File: src/rtl/core/dual_pot_moving_average_mapper_top_macros.svh
// Assertion macros for the moving-average mapper top level.
`ifndef DUAL_POT_MOVING_AVERAGE_MAPPER_TOP_MACROS_SVH
`define DUAL_POT_MOVING_AVERAGE_MAPPER_TOP_MACROS_SVH

// A condition that must hold at every clock edge outside reset.
`define DPMA_ASSERT_HOLDS(label, expr) \
  label: assert property (@(posedge clk) disable iff (rst) (expr)) \
    else $error("dpma: invariant violated");

// A consequence that must hold in the cycle after its trigger.
`define DPMA_ASSERT_NEXT(label, ante, cons) \
  label: assert property (@(posedge clk) disable iff (rst) (ante) |=> (cons)) \
    else $error("dpma: next-cycle check failed");

`endif

File: src/rtl/core/dpma_pkg.sv
// Types, constants and helper functions for the moving-average mapper.
package dpma_pkg;

  localparam int SAMPLE_W = 10;
  localparam int LEVEL_W  = 8;
  localparam int DELAY_W  = 6;
  localparam int BPROD_W  = 18;
  localparam int SPROD_W  = 16;

  localparam logic CMD_PRIME  = 1'b0;
  localparam logic CMD_UPDATE = 1'b1;

  localparam int                  SAMPLE_MAX  = 1023;
  localparam int                  SCALE_SHIFT = 10;
  localparam logic [SAMPLE_W-1:0] LEVEL_KNEE  = 10'd1017;
  localparam logic [LEVEL_W-1:0]  LEVEL_MAX   = 8'd255;
  localparam logic [LEVEL_W-1:0]  LEVEL_FLOOR = 8'd32;
  localparam logic [LEVEL_W-1:0]  LEVEL_SPAN  = 8'd223;
  localparam logic [DELAY_W-1:0]  DELAY_MAX   = 6'd60;
  localparam logic [DELAY_W-1:0]  DELAY_MIN   = 6'd10;
  localparam logic [DELAY_W-1:0]  DELAY_SPAN  = 6'd50;

  typedef struct packed {
    logic                cmd;
    logic [SAMPLE_W-1:0] bright_sample;
    logic [SAMPLE_W-1:0] speed_sample;
  } in_t;

  typedef struct packed {
    logic [SAMPLE_W-1:0] bright_average;
    logic [SAMPLE_W-1:0] speed_average;
    logic [LEVEL_W-1:0]  brightness_level;
    logic [DELAY_W-1:0]  frame_delay_ms;
  } out_t;

  typedef struct packed {
    logic [SAMPLE_W-1:0] bright;
    logic [SAMPLE_W-1:0] speed;
  } sample_pair_t;

  typedef struct packed {
    logic load_prod;
    logic load_out;
  } stage_ctl_t;

  // Floor division by 1023 = 2^10 - 1, exact while the quotient stays below 256 (the LEVEL_W-bit result).
  function automatic logic [LEVEL_W-1:0] div_full_scale(input logic [BPROD_W-1:0] x);
    logic [BPROD_W-1:0] acc;
    acc = x + (x >> SCALE_SHIFT) + BPROD_W'(1);
    return LEVEL_W'(acc >> SCALE_SHIFT);
  endfunction

endpackage

File: src/rtl/core/dpma_ring.sv
// Sample rings and running sums for both channels, updated as each request is taken.
module dpma_ring
  import dpma_pkg::*;
#(
  parameter int WINDOW = 10,
  parameter int SUM_W  = 14
) (
  input  logic             clk,
  input  logic             rst,
  input  logic             load,
  input  in_t              item,
  output logic [SUM_W-1:0] bright_sum,
  output logic [SUM_W-1:0] speed_sum
);

  localparam int POS_W = $clog2(WINDOW);

  sample_pair_t      mem [WINDOW];
  sample_pair_t      rd_data;
  sample_pair_t      prime_pair;
  sample_pair_t      old_pair;
  logic [WINDOW-1:0] written;
  logic [POS_W-1:0]  pos;
  logic [POS_W-1:0]  pos_next;
  logic              update;
  logic              prime;

  assign update = load && (item.cmd == CMD_UPDATE);
  assign prime  = load && (item.cmd == CMD_PRIME);

  always_comb begin
    pos_next = pos;
    if (update) begin
      pos_next = (pos == POS_W'(WINDOW - 1)) ? '0 : pos + 1'b1;
    end
  end

  // An entry not written since the last prime (or reset) holds the primed value.
  assign old_pair = written[pos] ? rd_data : prime_pair;

  // The read is registered ahead of use, at the position the next request will use.
  always_ff @(posedge clk) begin
    if (update) begin
      mem[pos] <= {item.bright_sample, item.speed_sample};
    end
    rd_data <= mem[pos_next];
  end

  always_ff @(posedge clk) begin
    if (rst) begin
      pos        <= '0;
      written    <= '0;
      prime_pair <= '0;
      bright_sum <= '0;
      speed_sum  <= '0;
    end else begin
      pos <= pos_next;
      if (prime) begin
        written    <= '0;
        prime_pair <= {item.bright_sample, item.speed_sample};
        bright_sum <= SUM_W'(item.bright_sample) * SUM_W'(WINDOW);
        speed_sum  <= SUM_W'(item.speed_sample) * SUM_W'(WINDOW);
      end else if (update) begin
        written[pos] <= 1'b1;
        bright_sum   <= bright_sum - SUM_W'(old_pair.bright) + SUM_W'(item.bright_sample);
        speed_sum    <= speed_sum - SUM_W'(old_pair.speed) + SUM_W'(item.speed_sample);
      end
    end
  end

endmodule

File: src/rtl/core/dpma_div.sv
// Divides both running sums by the window length using a reciprocal multiply.
module dpma_div
  import dpma_pkg::*;
#(
  parameter int WINDOW = 10,
  parameter int SUM_W  = 14
) (
  input  logic             clk,
  input  logic             load,
  input  logic [SUM_W-1:0] bright_sum,
  input  logic [SUM_W-1:0] speed_sum,
  output sample_pair_t     avg
);

  localparam int     LOG_W     = $clog2(WINDOW);
  localparam int     SHIFT     = SUM_W + LOG_W;
  localparam int     PROD_W    = 2 * SUM_W + 1;
  localparam longint RECIP_VAL = ((longint'(1) << SHIFT) + longint'(WINDOW) - 1)
                                 / longint'(WINDOW);
  localparam logic [SUM_W:0] RECIP = (SUM_W + 1)'(RECIP_VAL);

  logic [PROD_W-1:0] bright_prod;
  logic [PROD_W-1:0] speed_prod;

  // The rounded-up reciprocal gives the exact floor for every sum of SUM_W bits.
  assign bright_prod = PROD_W'(bright_sum) * PROD_W'(RECIP);
  assign speed_prod  = PROD_W'(speed_sum) * PROD_W'(RECIP);

  always_ff @(posedge clk) begin
    if (load) begin
      avg.bright <= bright_prod[SHIFT +: SAMPLE_W];
      avg.speed  <= speed_prod[SHIFT +: SAMPLE_W];
    end
  end

endmodule

File: src/rtl/core/dpma_map.sv
// Maps the averages onto a display brightness level and a frame delay.
module dpma_map
  import dpma_pkg::*;
(
  input  logic         clk,
  input  stage_ctl_t   ctl,
  input  sample_pair_t avg,
  output out_t         result
);

  sample_pair_t       avg_q;
  logic [BPROD_W-1:0] bright_prod;
  logic [SPROD_W-1:0] speed_prod;
  logic [LEVEL_W-1:0] bright_q;
  logic [LEVEL_W-1:0] speed_q;
  out_t               result_next;

  always_ff @(posedge clk) begin
    if (ctl.load_prod) begin
      avg_q       <= avg;
      bright_prod <= BPROD_W'(avg.bright) * BPROD_W'(LEVEL_SPAN);
      speed_prod  <= SPROD_W'(avg.speed) * SPROD_W'(DELAY_SPAN);
    end
  end

  assign bright_q = div_full_scale(bright_prod);
  assign speed_q  = div_full_scale(BPROD_W'(speed_prod));

  always_comb begin
    result_next.bright_average = avg_q.bright;
    result_next.speed_average  = avg_q.speed;
    if (avg_q.bright > LEVEL_KNEE) begin
      result_next.brightness_level = LEVEL_MAX;
    end else begin
      result_next.brightness_level = bright_q + LEVEL_FLOOR;
    end
    result_next.frame_delay_ms = DELAY_MAX - DELAY_W'(speed_q);
  end

  always_ff @(posedge clk) begin
    if (ctl.load_out) begin
      result <= result_next;
    end
  end

endmodule

File: src/rtl/core/dual_pot_moving_average_mapper_top.sv
// Top level of the dual potentiometer moving-average mapper.
//
// Requests arrive on req_valid/req_ready/req_data, each carrying a command
// and one brightness and one speed sample. A prime command fills both
// windows with its samples; an update command replaces the oldest entry
// of each window. Every request yields exactly one result on
// res_valid/res_ready/res_data: both averages, a brightness level and a
// frame delay.
// The datapath is a four-register pipeline: sums, averages, scaled
// products and the result register. A result becomes valid once its
// request has passed the sums, averages and products registers, and one
// request can be taken every cycle unless the receiver stalls; the window
// memory is read ahead so its single read port never limits the rate.
// When the receiver stalls, results are held and the pipeline fills; a new
// request is still taken while any stage ahead of the stalled result is
// free, and req_ready drops once all four stages are full.
// Reset clears the windows, sums and pipeline at once; no clearing pass
// follows, and the block takes requests as soon as reset is released.
module dual_pot_moving_average_mapper_top
  import dpma_pkg::*;
#(
  parameter int WINDOW = 10
) (
  input  logic clk,
  input  logic rst,
  input  logic req_valid,
  output logic req_ready,
  input  in_t  req_data,
  output logic res_valid,
  input  logic res_ready,
  output out_t res_data
);

  localparam int SUM_W = $clog2(WINDOW * SAMPLE_MAX + 1);

  logic             accept;
  logic             sum_valid;
  logic             avg_valid;
  logic             prod_valid;
  logic             load_avg;
  stage_ctl_t       ctl;
  logic [SUM_W-1:0] bright_sum;
  logic [SUM_W-1:0] speed_sum;
  sample_pair_t     avg;

  assign ctl.load_out  = prod_valid && (!res_valid || res_ready);
  assign ctl.load_prod = avg_valid && (!prod_valid || ctl.load_out);
  assign load_avg      = sum_valid && (!avg_valid || ctl.load_prod);
  assign req_ready     = !sum_valid || load_avg;
  assign accept        = req_valid && req_ready;

  always_ff @(posedge clk) begin
    if (rst) begin
      sum_valid  <= 1'b0;
      avg_valid  <= 1'b0;
      prod_valid <= 1'b0;
      res_valid  <= 1'b0;
    end else begin
      if (accept) begin
        sum_valid <= 1'b1;
      end else if (load_avg) begin
        sum_valid <= 1'b0;
      end
      if (load_avg) begin
        avg_valid <= 1'b1;
      end else if (ctl.load_prod) begin
        avg_valid <= 1'b0;
      end
      if (ctl.load_prod) begin
        prod_valid <= 1'b1;
      end else if (ctl.load_out) begin
        prod_valid <= 1'b0;
      end
      if (ctl.load_out) begin
        res_valid <= 1'b1;
      end else if (res_ready) begin
        res_valid <= 1'b0;
      end
    end
  end

  dpma_ring #(
    .WINDOW (WINDOW),
    .SUM_W  (SUM_W)
  ) u_ring (
    .clk        (clk),
    .rst        (rst),
    .load       (accept),
    .item       (req_data),
    .bright_sum (bright_sum),
    .speed_sum  (speed_sum)
  );

  dpma_div #(
    .WINDOW (WINDOW),
    .SUM_W  (SUM_W)
  ) u_div (
    .clk        (clk),
    .load       (load_avg),
    .bright_sum (bright_sum),
    .speed_sum  (speed_sum),
    .avg        (avg)
  );

  dpma_map u_map (
    .clk    (clk),
    .ctl    (ctl),
    .avg    (avg),
    .result (res_data)
  );

`include "dual_pot_moving_average_mapper_top_macros.svh"

  // The running sums never exceed a full window of maximum samples.
  `DPMA_ASSERT_HOLDS(a_sum_bound, (bright_sum <= SUM_W'(WINDOW * SAMPLE_MAX)) && (speed_sum <= SUM_W'(WINDOW * SAMPLE_MAX)))
  // A prime request sets the brightness sum to a whole window of its sample.
  `DPMA_ASSERT_NEXT(a_prime_sum, accept && (req_data.cmd == CMD_PRIME), bright_sum == SUM_W'($past(req_data.bright_sample)) * SUM_W'(WINDOW))
  // The brightness level never drops below its floor.
  `DPMA_ASSERT_HOLDS(a_level_floor, !res_valid || (res_data.brightness_level >= LEVEL_FLOOR))
  // The frame delay stays within its mapped span.
  `DPMA_ASSERT_HOLDS(a_delay_span, !res_valid || ((res_data.frame_delay_ms >= DELAY_MIN) && (res_data.frame_delay_ms <= DELAY_MAX)))

endmodule

File: config.mk
export PLATFORM = sky130hd
export DESIGN_NAME = dual_pot_moving_average_mapper_top
export DESIGN_NICKNAME = d
export VERILOG_FILES = /design/src/rtl/core/dpma_pkg.sv /design/src/rtl/core/dpma_ring.sv /design/src/rtl/core/dpma_div.sv /design/src/rtl/core/dpma_map.sv /design/src/rtl/core/dual_pot_moving_average_mapper_top.sv
export VERILOG_INCLUDE_DIRS = /design/src /design/src/rtl/core
export SDC_FILE = /design/constraint.sdc
export NUM_CORES = 1
export LEC_CHECK = 0
export BUFFER_PORTS_ARGS = -buffer_cell sky130_fd_sc_hd__buf_2
export CORE_MARGIN = 1
export CORE_UTILIZATION = 60
export DETAILED_ROUTE_END_ITERATION = 8
export GPL_TIMING_DRIVEN = 0
export PLACE_DENSITY_LB_ADDON = 0.08
export SLEW_MARGIN = 20
export SYNTH_ARGS = -nofsm -noshare
export SYNTH_HDL_FRONTEND = slang
export SYNTH_SLANG_ARGS = --single-unit
File: constraint.sdc
create_clock -name clk -period 7.2 [get_ports clk]
set_input_delay 0.36 -clock clk [delete_from_list [all_inputs] [get_ports clk]]
set_output_delay 0.36 -clock clk [all_outputs]
set_load 0.03 [all_outputs]
# Word-level counts from Yosys, hierarchy flattened
# Memories as Yosys holds them, arrays and structs flattened. A register that Yosys moved wholly into a read port is not among the register bits.
# Cells that the tools add are included.
# W data, S select, Z words.
# totals
latch_bits	0
memories	1
word_cells	88
ramBits	200
register_bits	173
rom_bits	0
# classes
magnitude_cmp	3
n_reduce_logical	21
n_shift	0
multipliers	6
n_mux	21
n_bitwise	2
n_eq_ne	1
add_sub_neg	11
n_div	0
# memory_table
name	words	width	read_ports	rd_clocked_by_memory_dff	wr	line	source
u_ring.mem	10	20	1	1	1	dpma_ring.sv:18	sample_pair_t mem [WINDOW];
# op_table
op	n
$mul A14 B15 Y28 const B	2
$mux W14	4
$add A14 B10 Y14	2
$sub A14 B10 Y14	2
$mul A10 B3 Y13 const B	2
$mux W20	1
$add A18 B1 Y18 const B	1
$add A18 B8 Y18	1
$mul A10 B8 Y18 const B	1
$add A16 B1 Y16 const B	1
$add A16 B6 Y16	1
$mul A10 B5 Y15 const B	1
$mux W1	12
$gt A10 B10 Y1 const B	1
$or A10 B10 Y10	1
$reduce_bool A2 Y1	5
$add A8 B6 Y8 const B	1
$mux W4	2
$logic_and A1 B1 Y1	7
$sub A6 B6 Y6 const A	1
$lt A4 B5 Y1 const B	1
$add A4 B1 Y4 const B	1
$bmux W1 S4	1
$demux W1 S4	1
other kinds (6)	12

# Longest topological paths before layout
# logic_depth
word_depth	12
mapped_depth	22
depth_no_buf	22

# Cells and area by module
# From an unflattened synthesis, not the netlist that was laid out.
# unflattened
cells_unflattened	2296
area_unflattened_um2	27406.3
# modules_own_cells
module	area_per_inst_um2	n_inst	cells_each	seq_area_each_um2
dpma_ring	13377.8	1	981	7647.3
dpma_div	7654.8	1	775	600.6
dpma_map	6188.4	1	520	2492.4
dual_pot_moving_average_mapper_top	185.2	1	20	80.1

# Least setup slack after synthesis
# No wires, ideal clock.
# synth_timing
path_type	register to register
from	register u_ring.bright_sum[12]
to	register, netlist name u_div.avg[18]
t_arrival_ns	5.448
t_required_ns	6.942
stages_incl_launch_ff	23
setup_ns	0.258
n_path_buf	0
slack_ns	1.495
synth_period_minus_slack_ns	5.705
cell_sequence	dfxtp_1 inv_1 ha_1 inv_1 fa_1 fa_1 inv_1 fa_1 inv_1 fa_1 inv_1 fa_1 inv_1 ha_1 o21a_1 o211ai_1 nor2_1 a211oi_2 o21ai_1 a2111oi_2 o21bai_1 a21oi_1 xnor2_1
# synth_via
elab_chain_cells	1
# synth_lines
element	line	source
start, declared	dpma_ring.sv:12	output logic [SUM_W-1:0] bright_sum,
start signal, assigned	dpma_ring.sv:61	bright_sum <= SUM_W'(item.bright_sample) * SUM_W'(WINDOW);
start signal, assigned	dpma_ring.sv:65	bright_sum <= bright_sum - SUM_W'(old_pair.bright) + SUM_W'(item.bright_sample);
$mul A14 B15 Y28	dpma_div.sv:26	assign bright_prod = PROD_W'(bright_sum) * PROD_W'(RECIP);
net u_div.bright_prod[26]	dpma_div.sv:22	logic [PROD_W-1:0] bright_prod;
# The timed path passes the listed nets, and every way through them passes these cells.
# A chain may end at the register's enable or synchronous reset.

# Worst setup path in the final report
# layout_timing
from	register u_ring.bright_sum[12]
to	register, netlist name u_div.avg[18]
# layout_via
elab_chain_cells	1
# layout_lines
element	line
$mul A14 B15 Y28	dpma_div.sv:26
net u_div.bright_prod[26]	dpma_div.sv:22
# The timed path passes the listed nets, and every way through them passes these cells.

==> impl_metrics.tcl <==
set metrics [dict create \
    status "complete, no violations" \
    syn_inst 2120 \
    clockBufferDepth 3 \
    hold_path_class "in -> reg" \
    grt_max_degree 25 \
    die_y_um 210.3 \
    place_congestion 0.9282 \
    cts_hold_buf 0 \
    cts_buffers 42 \
    rsz0062_at_grt "false" \
    slew_headroom_pct 44.46 \
    syn-num-nets 2675 \
    final_common_cell "inv_1" \
    async_reset_ff_share_pct 0 \
    nNetsFinal 2797 \
    endpoint "u_div.avg[18]" \
    finalCriticalPeriod_ns 6.162 \
    ioPinCount 61 \
    place_area_um2 27380 \
    setup_tns_ns 0 \
    rows 75 \
    remaining_drc_errors 0 \
    worstSetupStartpoint "u_ring.bright_sum[12]" \
    clock-sinks 389 \
    finalMaxSlewViolations 0 \
    synth.distinct_cells 67 \
    critPathMaxFanout 4 \
    syn_area_um2 26040 \
    final_cell_area_um2 28820 \
    layoutNonFillerInstCount 2851 \
    root_buffer "clkbuf_16" \
    end_kind "flip-flop" \
    min_from "req_valid" \
    hold_viol_final 0 \
    fp.coreArea_um2 42420 \
    tightest_slew_ns 0.8330 \
    synth-main-ff-cell "edfxtp_1" \
    cts-resized-gates 0 \
    num_vias 15595 \
    antenna_found_initial 0 \
    grt-ovfl-total 0 \
    grt_pass1_vias 16432 \
    setup_violations 0 \
    synth-edff-count 303 \
    diodes 0 \
    via_per_inst 5.470 \
    yosysWarnings 0 \
    clkLatencyLatePin_ns 0.58 \
    drtIter0Drc 692 \
    rrSetupSlack_ns 1.04 \
    holdWs_ns 0.07151 \
    place_inst 2775 \
    track_usage_pct 23.61 \
    postRouteAntennaNets 0 \
    die_w_um 210.3 \
    skew_ns 0.02128 \
    final_cell_mix "inv_1 (406), ha_1 (346), edfxtp_1 (303)" \
    reg2reg_to "u_div.avg[18]" \
    cts_tree "yes" \
    worst_setup_path_start_kind "flip-flop" \
    cp.arrival_ns 6.50 \
    seq_area_frac_synth_pct 41.55 \
    htree_levels 2 \
    dieArea_um2 44230 \
    cts_setup_buffers 0 \
    dp_hpwl_um 38650 \
    synth.avg_cell_area_um2 12.28 \
    worstPathRequired_ns 7.53 \
    clk_pin_slew_worst_paths_ns 0.06 \
    period_share_pct 85.59 \
    routed_wl_um 49550 \
    area_growth_pct 10.70 \
    r2r-start "u_ring.bright_sum[12]" \
    grt_pass1_wl_um 81620 \
    drive_gt1_share_pct 10.64 \
    cap_violations 0 \
    initial_core_util_pct 61.39 \
    fmax_mhz 162.3 \
    routedWlPerCell_um 17.38 \
    port_buffers 60 \
    reg2reg_depth 22 \
    ys_ff_latch 389 \
    critical_path_class "reg -> reg" \
    firstDrtPassIters 5 \
]
## final cells by class
cell class	count	area, um^2
fill	3127	13590
multi-input combinational	1282	13590
sequential	389	10820
inverter	407	1528
clock buffer	50	1112
tap	577	721.9
timing repair buffer	78	529.3
clock inverter	26	334.1
buffer	42	192.7
## sequential cells by signal, indices dropped and copies added (netlist names), 10 cells and up
name / flops
u_div.avg: 20
u_map.avg_q: 19
u_map.bright_prod: 18
u_map.result: 34
u_map.speed_prod: 12
u_ring.bright_sum: 14
u_ring.mem: 200
u_ring.prime_pair: 20
u_ring.rd_data: 20
u_ring.speed_sum: 14
u_ring.written: 10
## worst max-delay path: stages (launching register included)
cell	delay (ns)
dfxtp_1	0.40
inv_1	0.10
ha_1	0.32
inv_1	0.18
fa_1	0.50
fa_1	0.52
inv_1	0.05
fa_1	0.53
inv_1	0.05
fa_1	0.50
inv_1	0.05
fa_1	0.49
inv_1	0.04
ha_1	0.28
o21a_1	0.18
o211ai_1	0.20
nor2_1	0.09
a211oi_2	0.33
o21ai_1	0.21
a2111oi_2	0.46
o21bai_1	0.17
a21oi_1	0.20
xnor2_1	0.08
## cells by family after synthesis
logic type | Yosys count | share of synthesized area [%]
buffers and inverters | 449 | 6.607
AND/OR/NAND/NOR | 258 | 4.522
flip-flops | 389 | 41.55
XOR/XNOR | 97 | 3.292
multiplexers | 93 | 5.694
adder cells (fa/ha/maj) | 531 | 30.81
AO/OA/AOI/OAI | 303 | 7.520
## through the flow
step	utilization [%]	setup slack (ns)
floorplan	-	1.495
global placement	63.80	1.055
detailed placement	64.55	0.9862
CTS	67.96	0.9942
global route	67.96	0.6867
finish	67.96	1.038
## per-layer routing
metal | vias to the layer above | track usage, % | wire length [um]
met2 | 291 | 43.87 | 26340
li1 | 7546 | - | -
met5 | - | 0 | 0
met3 | 90 | 3.516 | 2095
met1 | 7668 | 27.88 | 19840
met4 | 0 | 7.752 | 1280
## how the worst min path moves through the flow
stage	to	depth (start not counted)
floorplan	u_map.result[17]	0
global placement	u_map.result[20]	0
detailed placement	u_map.result[20]	0
CTS	sum_valid	3
global route	sum_valid	3
finish	sum_valid	3
## Yosys cell counts, drive strengths merged, types with 2 or more instances
cell type  count  area share, %
nor2b         12           0.30
a22oi         20           0.58
nand4          7           0.17
o211ai         9           0.26
edfxtp       303             35
inv          406            5.9
or3           10           0.24
o41ai          3           0.10
a21boi         3          0.086
a41oi          6           0.23
and4           2          0.067
fa           184             14
ha           346             17
clkbuf        31           0.45
nor4           2          0.048
o2111ai        3           0.10
mux2          21           0.91
dfxtp         86            6.6
a211o          3           0.10
mux4          42            3.6
o21ai         48           0.92
a21o          28           0.81
a31oi          3          0.072
nor3          24           0.46
xnor2         67            2.3
buf           11           0.29
and3           4           0.12
nand2         89            1.3
a21oi        100            1.9
nand3         17           0.33
o21a          22           0.63
a211oi        31           0.91
or2            4          0.096
and2           3          0.072
nor2          73            1.1
xor2          30            1.0
mux2i         30            1.2
nand2b         8           0.19
a2111oi        2          0.091
a41o           2          0.077
o21bai        13           0.37
Power is left out: the tool's default activity adds up to more than one toggle a clock period on the data nets, which glitch-free logic cannot reach.
